--- config.mk ---
export PLATFORM = sky130hd
export DESIGN_NAME = ccr_fifo
export DESIGN_NICKNAME = d
export VERILOG_FILES = /design/src/design/ccr_fifo.sv
export SDC_FILE = /design/constraint.sdc
export NUM_CORES = 1
export LEC_CHECK = 0
export ABC_AREA = 1
export BUFFER_PORTS_ARGS = -buffer_cell sky130_fd_sc_hd__buf_4
export CAP_MARGIN = 20
export CORE_MARGIN = 3
export CORE_UTILIZATION = 35
export CTS_BUF_LIST = sky130_fd_sc_hd__clkbuf_4 sky130_fd_sc_hd__clkbuf_8
export DETAILED_ROUTE_END_ITERATION = 12
export PLACE_DENSITY = 0.61
export SLEW_MARGIN = 10
export SYNTH_ARGS = -nofsm -noshare
export SYNTH_HDL_FRONTEND = slang
export SYNTH_SLANG_ARGS = --single-unit
--- constraint.sdc ---
create_clock -name clk -period 1.6 [get_ports clk]
set_input_delay 0.32 -clock clk [delete_from_list [all_inputs] [get_ports clk]]
set_output_delay 0.32 -clock clk [all_outputs]
set_load 0.005 [all_outputs]
--- src/design/ccr_fifo.sv ---
`default_nettype none
module ccr_fifo #(
  parameter int WIDTH = 8,
  parameter int DEPTH = 4
) (
  input  wire logic             clk,
  input  wire logic             rst_n,
  input  wire logic             wr_en,
  input  wire logic [WIDTH-1:0] wr_data,
  output logic                  full,
  input  wire logic             rd_en,
  output logic [WIDTH-1:0]      rd_data,
  output logic                  empty
);

  localparam int AW = (DEPTH > 1) ? $clog2(DEPTH) : 1;
  localparam int CNTW = $clog2(DEPTH + 1);

  logic [WIDTH-1:0] mem_r [0:DEPTH-1];
  logic [AW-1:0]    wptr_r, wptr_nxt, rptr_r, rptr_nxt;
  logic [CNTW-1:0]  cnt_r, cnt_nxt;
  logic             do_wr, do_rd;

  assign full    = (cnt_r == CNTW'(DEPTH));
  assign empty   = (cnt_r == '0);
  assign do_wr   = wr_en && !full;
  assign do_rd   = rd_en && !empty;
  assign rd_data = mem_r[rptr_r];

  // pointer and fill count update
  always_comb begin
    wptr_nxt = wptr_r;
    rptr_nxt = rptr_r;
    cnt_nxt  = cnt_r;
    if (do_wr) begin
      wptr_nxt = (wptr_r == AW'(DEPTH - 1)) ? '0 : wptr_r + 1'b1;
    end
    if (do_rd) begin
      rptr_nxt = (rptr_r == AW'(DEPTH - 1)) ? '0 : rptr_r + 1'b1;
    end
    if (do_wr && !do_rd) begin
      cnt_nxt = cnt_r + 1'b1;
    end else if (do_rd && !do_wr) begin
      cnt_nxt = cnt_r - 1'b1;
    end
  end

  always_ff @(posedge clk) begin
    if (!rst_n) begin
      wptr_r <= '0;
      rptr_r <= '0;
      cnt_r  <= '0;
    end else begin
      wptr_r <= wptr_nxt;
      rptr_r <= rptr_nxt;
      cnt_r  <= cnt_nxt;
    end
  end

  // entry storage
  always_ff @(posedge clk) begin
    if (do_wr) begin
      mem_r[wptr_r] <= wr_data;
    end
  end

endmodule
`default_nettype wire

==> results.yml, run 1 <==
synthesis:
  yosysUniqueCellTypes: 18
  yosysSeqAreaShare: 0.674
  syn_area_um2: 1690
  ys.flop_type: "edfxtp_1"
  synthTopCellsByArea: "edfxtp_1 (57%), dfxtp_1 (11%), nor2_1 (7.3%)"
  synth.most_common_cell: "nor2_1"
  synth_seq_cells: 41
  syn_inst: 148
  synth_warnings: 0
  synth_edf_count: 32
  avgSynthCellArea_um2: 11.4
  yosys.area.top_type_share: 0.568
  yosys-top-cells-count: "nor2_1 (33), edfxtp_1 (32), inv_1 (18)"
  syn-num-nets: 167
  synth_area_leader_cell: "edfxtp_1"
  async_reset_ff_frac: 0
layout:
  multi_input_area_um2: 526
  post-route-util: 0.501
  n_antenna_cell: 0
  regArea_um2: 1150
  drive_above_1_share: 0.375
  nets: 210
  syn2layout_area_growth_pct: 33.3
  fill_cells: 396
  layoutNonFillerInstCount: 244
worst_hold_path:
  hp-class: "input port to register"
  hold_start: "wr_data[2]"
outcome:
  outcome: "finished, violations left"
  violations: "setup timing"
floorplan:
  dieArea_um2: 5710
  die_w_um: 75.5
  start_util: 0.376
  num_rows: 24
  die_h_um: 75.5
  core-area_um2: 4500
  ios: 22
clock_tree:
  cts_root_buf: "clkbuf_8"
  cts.sink_count: 41
  holdBufCountCts: 0
  numCtsBuffers: 5
  cts_tree: "built"
  h-tree-depth: 2
  clock_path_buffers: 2
  clk_latency_ns: 0.29
  clkSlewWorstSetupHoldPaths_ns: 0.08
pwr:
  ir_drop_v: 0.000816
  leakagePower_nw: 0.920
  p_per_area_nw_per_um2: 1680
placed_design:
  io_buffer_count: 21
  dpl.hpwl_um: 2350
  routabilityCongestion: 0.736
  post-place-cells: 230
critical_path:
  startpoint: "cnt_r[0]"
  worstPathMaxFanout: 2
  timing.rr.start: "cnt_r[0]"
  end_kind: "register"
  startpoint_type: "register"
  arrival_ns: 1.81
  path_class: "register to register"
  worstPathRequired_ns: 1.79
timing:
  rsz0062_at_grt: "true"
  setup_violations: 2
  finClkSkew_ns: 0.00584
  fin_crit_sh: 1.02
  worst_pin_slew_ns: 0.187
  hold_viol_final: 0
  fin_tns_setup_ns: -0.0421
  timing.fmax_mhz: 615
  fin_ws_ns: -0.0265
  drv_slew: 0
  whs_ns: 0.228
  timing.slew.headroom: 0.875
  timing.final.crit_period_ns: 1.63
routing:
  ant_nets: 0
  viasPerCell: 4.95
  drc: 0
  wl_per_cell_um: 14.3
  drtIter0Drc: 39
  via_count: 1207
  dr.pass1.iters: 4
  finalWirelength_um: 3480
flow_run:
  cap_violations: 0
grt:
  grt_overflow: 0
  grt_usage: 0.132
  first_global_vias: 1178
  grt_first_pass_wirelength_um: 5390
  grt_max_degree: 17
  antenna_found_initial: 0
path summary, 6_finish.rpt:
check,to,slack [ns],cells past startpoint
setup / recovery,cnt_r[1],-0.03,9
hold / removal,mem_r[0][2],0.23,1
setup reg to reg,cnt_r[1],-0.03,9
hold reg to reg,register,0.53,4
final cells by class:
class	count	share of cell area
repair buffers	38	0.141
well taps	52	0.0288
flip-flops and latches	41	0.511
clock buffers	6	0.0338
clock inverters	2	0.0155
inverters	19	0.0371
multi-input cells	86	0.233
cell usage in the layout, fill, tap and decap left out:
master | Yosys | final
o22ai_2 | 0 | 1
dfxtp_4 | 0 | 3
inv_6 | 0 | 1
inv_4 | 0 | 3
nor2_1 | 33 | 32
clkinv_2 | 0 | 1
nand2_1 | 14 | 9
nor2_4 | 0 | 1
dfxtp_2 | 0 | 1
ha_4 | 0 | 1
fa_2 | 0 | 1
clkbuf_8 | 0 | 5
nand3_2 | 0 | 1
bufinv_16 | 0 | 1
o22ai_1 | 8 | 7
o21ai_2 | 3 | 6
dfxtp_1 | 9 | 5
buf_4 | 0 | 34
o21ai_0 | 14 | 9
buf_8 | 0 | 1
nand4_1 | 1 | 1
edfxtp_1 | 32 | 32
clkbuf_4 | 0 | 1
nand2_2 | 1 | 4
inv_2 | 1 | 1
nand2_4 | 0 | 2
inv_1 | 18 | 14
o21ai_1 | 1 | 3
buf_6 | 2 | 2
clkbuf_16 | 0 | 1
ha_1 | 6 | 5
nand3b_1 | 1 | 1
a21oi_1 | 2 | 2
per-layer routing:
| metal | GRT usage | share of wire | vias to the layer above |
|---|---|---|---|
| li1 | - | - | 586 |
| met1 | 0.140 | 0.40 | 578 |
| met2 | 0.230 | 0.52 | 32 |
| met3 | 0.0462 | 0.053 | 11 |
| met4 | 0.0699 | 0.029 | 0 |
| met5 | 0 | 0 | - |
repair_timing:
item	4_1_cts	5_1_grt
setup buffers	1	4
setup endpoints to repair	9	5
gates cloned	0	1
pin swaps	4	15
resized for setup	12	23
kinds of logic (layout without fill, tap and decap cells):
| kind of cell | after synthesis | in the layout | share of synthesized area |
|---|---|---|---|
| buf+inv | 21 | 65 | 0.0554 |
| flops | 41 | 41 | 0.674 |
| simple gates | 51 | 51 | 0.119 |
| fa+ha+maj | 7 | 7 | 0.0562 |
| compound gates | 28 | 28 | 0.0953 |
registers in the layout, indices dropped and copies added, names as in the netlist, named ones only:
signal	flops
mem_r	32
rptr_r	2
cnt_r	3
wptr_r	2
report_power, final:
part | leakage, nW | total, mW | internal, mW | switching (mW)
clock network | 0.0586 | 0.823 | 0.480 | 0.343
registers | 0.370 | 1.47 | 1.34 | 0.124
logic | 0.492 | 1.50 | 0.746 | 0.750
total | 0.920 | 3.79 | 2.57 | 1.22
critical path, cell delays in order, from the launching register on:
cell	delay (ns)
dfxtp_2	0.34
nor2_4	0.13
nand2_2	0.09
nand2_4	0.09
inv_4	0.04
ha_4	0.16
inv_4	0.05
fa_2	0.42
o21ai_1	0.14
nor2_1	0.06
through the flow:
step / setup slack [ns] / power [mW] / cell area, um2
2_1_floorplan: -0.0121 / 2.12 / 1710
3_5_place_dp: -0.0920 / 2.66 / 1990
4_1_cts: 0.00402 / 3.59 / 2140
6_report: -0.0265 / 3.79 / 2260
5_1_grt: -0.117 / 4.05 / 2260
3_3_place_gp: 0.0237 / 2.58 / 1990
No activity file was read; power rests on OpenSTA's default activity.
==> inputs of run 2 (changes only) <==
Settings changed: CTS_CLUSTER_DIAMETER set to 200, SKIP_CTS_REPAIR_TIMING set to 1.
Clock period 1.6 ns to 1.4 ns, I/O delays scaled along.
==> results.yml, run 2 (synthesized netlist as in run 1, its figures left out) <==
layout:
  syn2layout_area_growth_pct: 31.7
  layout_commonest_cell: "buf_4"
  fill_cells: 402
  n_antenna_cell: 0
  final_cell_area_um2: 2230
  largest_reg_flops: 32
  regMostFlops: "mem_r"
  drive_above_1_share: 0.411
  multi_input_area_um2: 538
  nets: 211
  top_regs: "mem_r: 32 flops, cnt_r: 3 flops"
  regArea_um2: 1150
  final_cell_mix: "buf_4 (35), edfxtp_1 (32), nor2_1 (31), inv_1 (12), o21ai_2 (10)"
timing:
  hold_viol_final: 0
  worst_pin_slew_ns: 0.166
  drv_slew: 0
  finClkSkew_ns: 0.00548
  fin_tns_setup_ns: -0.988
  fin_ws_ns: -0.255
  whs_ns: 0.193
  timing.final.crit_period_ns: 1.65
  fin_crit_sh: 1.18
  rsz0062_at_grt: "true"
  setup_violations: 12
  timing.fmax_mhz: 604
  timing.slew.headroom: 0.889
placed_design:
  place_area_um2: 2030
  place_ws_ns: -0.229
  dpl.hpwl_um: 2300
  routabilityCongestion: 0.797
  io_buffer_count: 21
pwr:
  totalPowerFinal_mw: 4.14
  p_per_area_nw_per_um2: 1860
  ir_drop_v: 0.00106
  leakagePower_nw: 0.901
floorplan:
  ios: 22
  die_w_um: 75.5
  start_util: 0.376
  die_h_um: 75.5
  dieArea_um2: 5710
  num_rows: 24
  core-area_um2: 4500
worst_hold_path:
  hp-class: "input port to register"
grt:
  grt_overflow: 0
  first_global_vias: 1108
  grt_first_pass_wirelength_um: 4990
  grt_usage: 0.119
  grt_max_degree: 17
  antenna_found_initial: 0
clock_tree:
  cts_root_buf: "clkbuf_8"
  clk_latency_ns: 0.28
  h-tree-depth: 2
  cts.sink_count: 41
  numCtsBuffers: 5
  cts_tree: "built"
  clkSlewWorstSetupHoldPaths_ns: 0.07
  clock_path_buffers: 2
routing:
  finalWirelength_um: 3300
  dr.pass1.iters: 4
  viasPerCell: 4.80
  ant_nets: 0
  drtIter0Drc: 56
  wl_per_cell_um: 13.5
  via_count: 1171
  drc: 0
flow_run:
  cap_violations: 0
outcome:
  outcome: "finished, violations left"
  violations: "setup timing"
critical_path:
  end_kind: "register"
  arrival_ns: 1.84
  worstPathMaxFanout: 2
  rrSetupSlack_ns: -0.25
  startpoint_type: "register"
  path_class: "register to register"
  worstPathRequired_ns: 1.58
## run 2: cell types whose count changed in the layout (fill, tap and decap cells not counted), sizes merged
cell / change
buf: +2
bufinv: -1
clkbuf: -1
## run 2: final cells by class
class	count	share of cell area
Clock inverter	1	0.00224
Clock buffer	6	0.0342
Sequential cell	41	0.516
Timing Repair Buffer	39	0.141
Multi-Input combinational cell	86	0.241
Inverter	19	0.0354
Tap cell	52	0.0292
## run 2: worst paths after layout
kind / start / to / depth (start not counted)
max reg2reg: cnt_r[1] / cnt_r[2] / 13
min reg2reg: rptr_r[1] / register / 4
max: cnt_r[1] / cnt_r[2] / 13
min: wr_data[2] / mem_r[3][2] / 1
## run 2: routing by layer
metal	part of all wire	vias up	GRT usage	wire length (um)
met5	0	-	0	0
met4	0.016	0	0.0291	54
met3	0.064	7	0.0449	210
met2	0.53	27	0.215	1740
met1	0.39	548	0.133	1290
li1	-	589	-	-
## run 2: critical path: stages (launching register included)
cell     delay, ns
dfxtp_4       0.36
nor2_4        0.05
nand2_2       0.11
nand2_4       0.06
inv_2         0.07
ha_4          0.16
inv_4         0.04
fa_2          0.41
inv_2         0.07
nand2_2       0.05
nand3_2       0.05
nand2_1       0.04
inv_1         0.04
nor2_1        0.03
## run 2: through the flow
stage          std cells   util
2_1_floorplan        148      -
3_3_place_gp         233  0.450
3_5_place_dp         233  0.450
4_1_cts              240  0.468
5_1_grt              244  0.495
6_report             244  0.495
## run 2: power by group
group / total (mW) / leakage, nW / switching (mW) / internal (mW)
sequential: 1.66 / 0.370 / 0.125 / 1.53
clock: 0.723 / 0.0445 / 0.365 / 0.358
combinational: 1.76 / 0.487 / 0.873 / 0.887
total: 4.14 / 0.901 / 1.36 / 2.78
==> inputs of run 3 (changes only) <==
==> constraint.sdc (replaced) <==
create_clock -name clk -period 1.4 [get_ports clk]
set_input_delay 0.07 -clock clk [delete_from_list [all_inputs] [get_ports clk]]
set_output_delay 0.07 -clock clk [all_outputs]
set_load 0.005 [all_outputs]
==> results.yml, run 3 (synthesized netlist as in run 1, its figures left out) <==
layout:
  n_antenna_cell: 0
  final_cell_area_um2: 2310
  layout_commonest_cell: "buf_4"
  largest_reg_flops: 32
  regMostFlops: "mem_r"
  final_cell_mix: "buf_4 (35), edfxtp_1 (32), nor2_1 (28), inv_1 (14), o21ai_0 (13)"
  layoutNonFillerInstCount: 255
  top_regs: "mem_r: 32 flops, cnt_r: 3 flops"
  multi_input_area_um2: 513
  fill_cells: 406
  nets: 221
  syn2layout_area_growth_pct: 36.4
  drive_above_1_share: 0.360
  regArea_um2: 1150
grt:
  grt_first_pass_wirelength_um: 5310
  grt_overflow: 0
  grt_max_degree: 17
  first_global_vias: 1168
  grt_usage: 0.130
  antenna_found_initial: 0
placed_design:
  post-place-cells: 232
  place_area_um2: 2020
  routabilityCongestion: 0.796
  io_buffer_count: 21
  place_ws_ns: -0.246
  dpl.hpwl_um: 2390
critical_path:
  crit_cells: 12
  slowest_delay_ns: 0.41
  cp_top_family: "adder cells"
  startpoint_type: "register"
  r2r.worst_path.cells: 12
  path_class: "register to register"
  critPathMostFrequentCell: "nand2_2"
  worstPathMaxFanout: 3
  path_cells: "nor2_4 -> nand2_2 -> nand2_2 -> ha_4 -> inv_4 -> fa_2 -> inv_2 -> nand2_2 -> nand3_1 -> nand2_1 -> inv_1 -> nor2_1"
  arrival_ns: 1.85
  end_kind: "register"
  worst-path-buf-inv: 3
  cpMaxStageDelayCell: "fa_2"
  worstPathRequired_ns: 1.59
timing:
  fin_crit_sh: 1.19
  drv_slew: 0
  worst_pin_slew_ns: 0.179
  rsz0062_at_grt: "true"
  setup_violations: 2
  timing.slew.headroom: 0.879
  fin_ws_ns: -0.263
  finClkSkew_ns: 0.00392
  timing.final.crit_period_ns: 1.66
  hold_viol_final: 0
  timing.fmax_mhz: 601
pwr:
  p_per_area_nw_per_um2: 1800
  totalPowerFinal_mw: 4.17
  ir_drop_v: 0.000990
  leakagePower_nw: 0.941
clock_tree:
  numCtsBuffers: 5
  cts.sink_count: 41
  clk_latency_ns: 0.29
  clkSlewWorstSetupHoldPaths_ns: 0.07
  h-tree-depth: 2
  cts_tree: "built"
  clock_path_buffers: 2
  cts_root_buf: "clkbuf_8"
routing:
  via_count: 1204
  wl_per_cell_um: 13.8
  viasPerCell: 4.72
  drc: 0
  ant_nets: 0
  finalWirelength_um: 3520
  dr.pass1.iters: 4
  drtIter0Drc: 75
floorplan:
  die_h_um: 75.5
  die_w_um: 75.5
  core-area_um2: 4500
  dieArea_um2: 5710
  ios: 22
  num_rows: 24
  start_util: 0.376
worst_hold_path:
  hp-class: "input port to register"
  min_path_cells: 3
outcome:
  outcome: "finished, violations left"
  violations: "setup timing"
flow_run:
  cap_violations: 0
==> run 3: changes by cell type in the layout (fill, tap and decap cells not counted), moves of 2 or more <==
cell,delta
inv_4,+2
nor2_2,+2
o21ai_2,-7
dlygate4sd3_1,+8
inv_2,-3
o21ai_0,+8
inv_1,+2
buf_8,-2
nor2_1,-3
buf_6,+4
==> run 3: metrics by stage <==
| stage | hold WS [ns] | utilization | TNS (ns) |
|---|---|---|---|
| floorplan | 0.169 | - | -0.333 |
| detailed placement | 0.277 | 0.449 | -0.462 |
| global route | 0.0510 | 0.513 | -0.665 |
| finish | 0.0586 | 0.513 | -0.477 |
| CTS | -0.0281 | 0.469 | -0.685 |
| global placement | 0.268 | 0.449 | -0.298 |
==> run 3: tightest hold or removal path, delay by kind of cell <==
family / cells / cell delay (ns)
buf+inv: 1 / 0.14
simple gates: 2 / 0.09
==> run 3: path summary, 6_finish.rpt <==
kind,from,end,slack [ns]
worst max-delay path,cnt_r[1],cnt_r[2],-0.26
worst min-delay path,rst_n,wptr_r[1],0.06
worst max register to register,cnt_r[1],cnt_r[2],-0.26
worst min register to register,rptr_r[1],register,0.53
==> run 3: area by class of cell <==
class / instances / area share
Tap cell: 52 / 0.0282
Clock buffer: 6 / 0.0358
Clock inverter: 2 / 0.00379
Timing Repair Buffer: 49 / 0.178
Multi-Input combinational cell: 86 / 0.222
Inverter: 19 / 0.0341
Sequential cell: 41 / 0.498
==> run 3: routing by layer <==
metal  share of wire  track usage  routed length [um]  vias to the layer above
met2            0.56        0.240                1970                       29
li1                -            -                   -                      609
met1            0.39        0.137                1360                      561
met5               0            0                   0                        -
met4           0.011       0.0408                  38                        0
met3           0.044       0.0462                 156                        5
==> run 3: power by group <==
group | switching, mW | total [mW] | internal, mW
Combinational | 0.854 | 1.73 | 0.880
Sequential | 0.127 | 1.66 | 1.53
Clock | 0.383 | 0.773 | 0.390
Total | 1.36 | 4.17 | 2.80
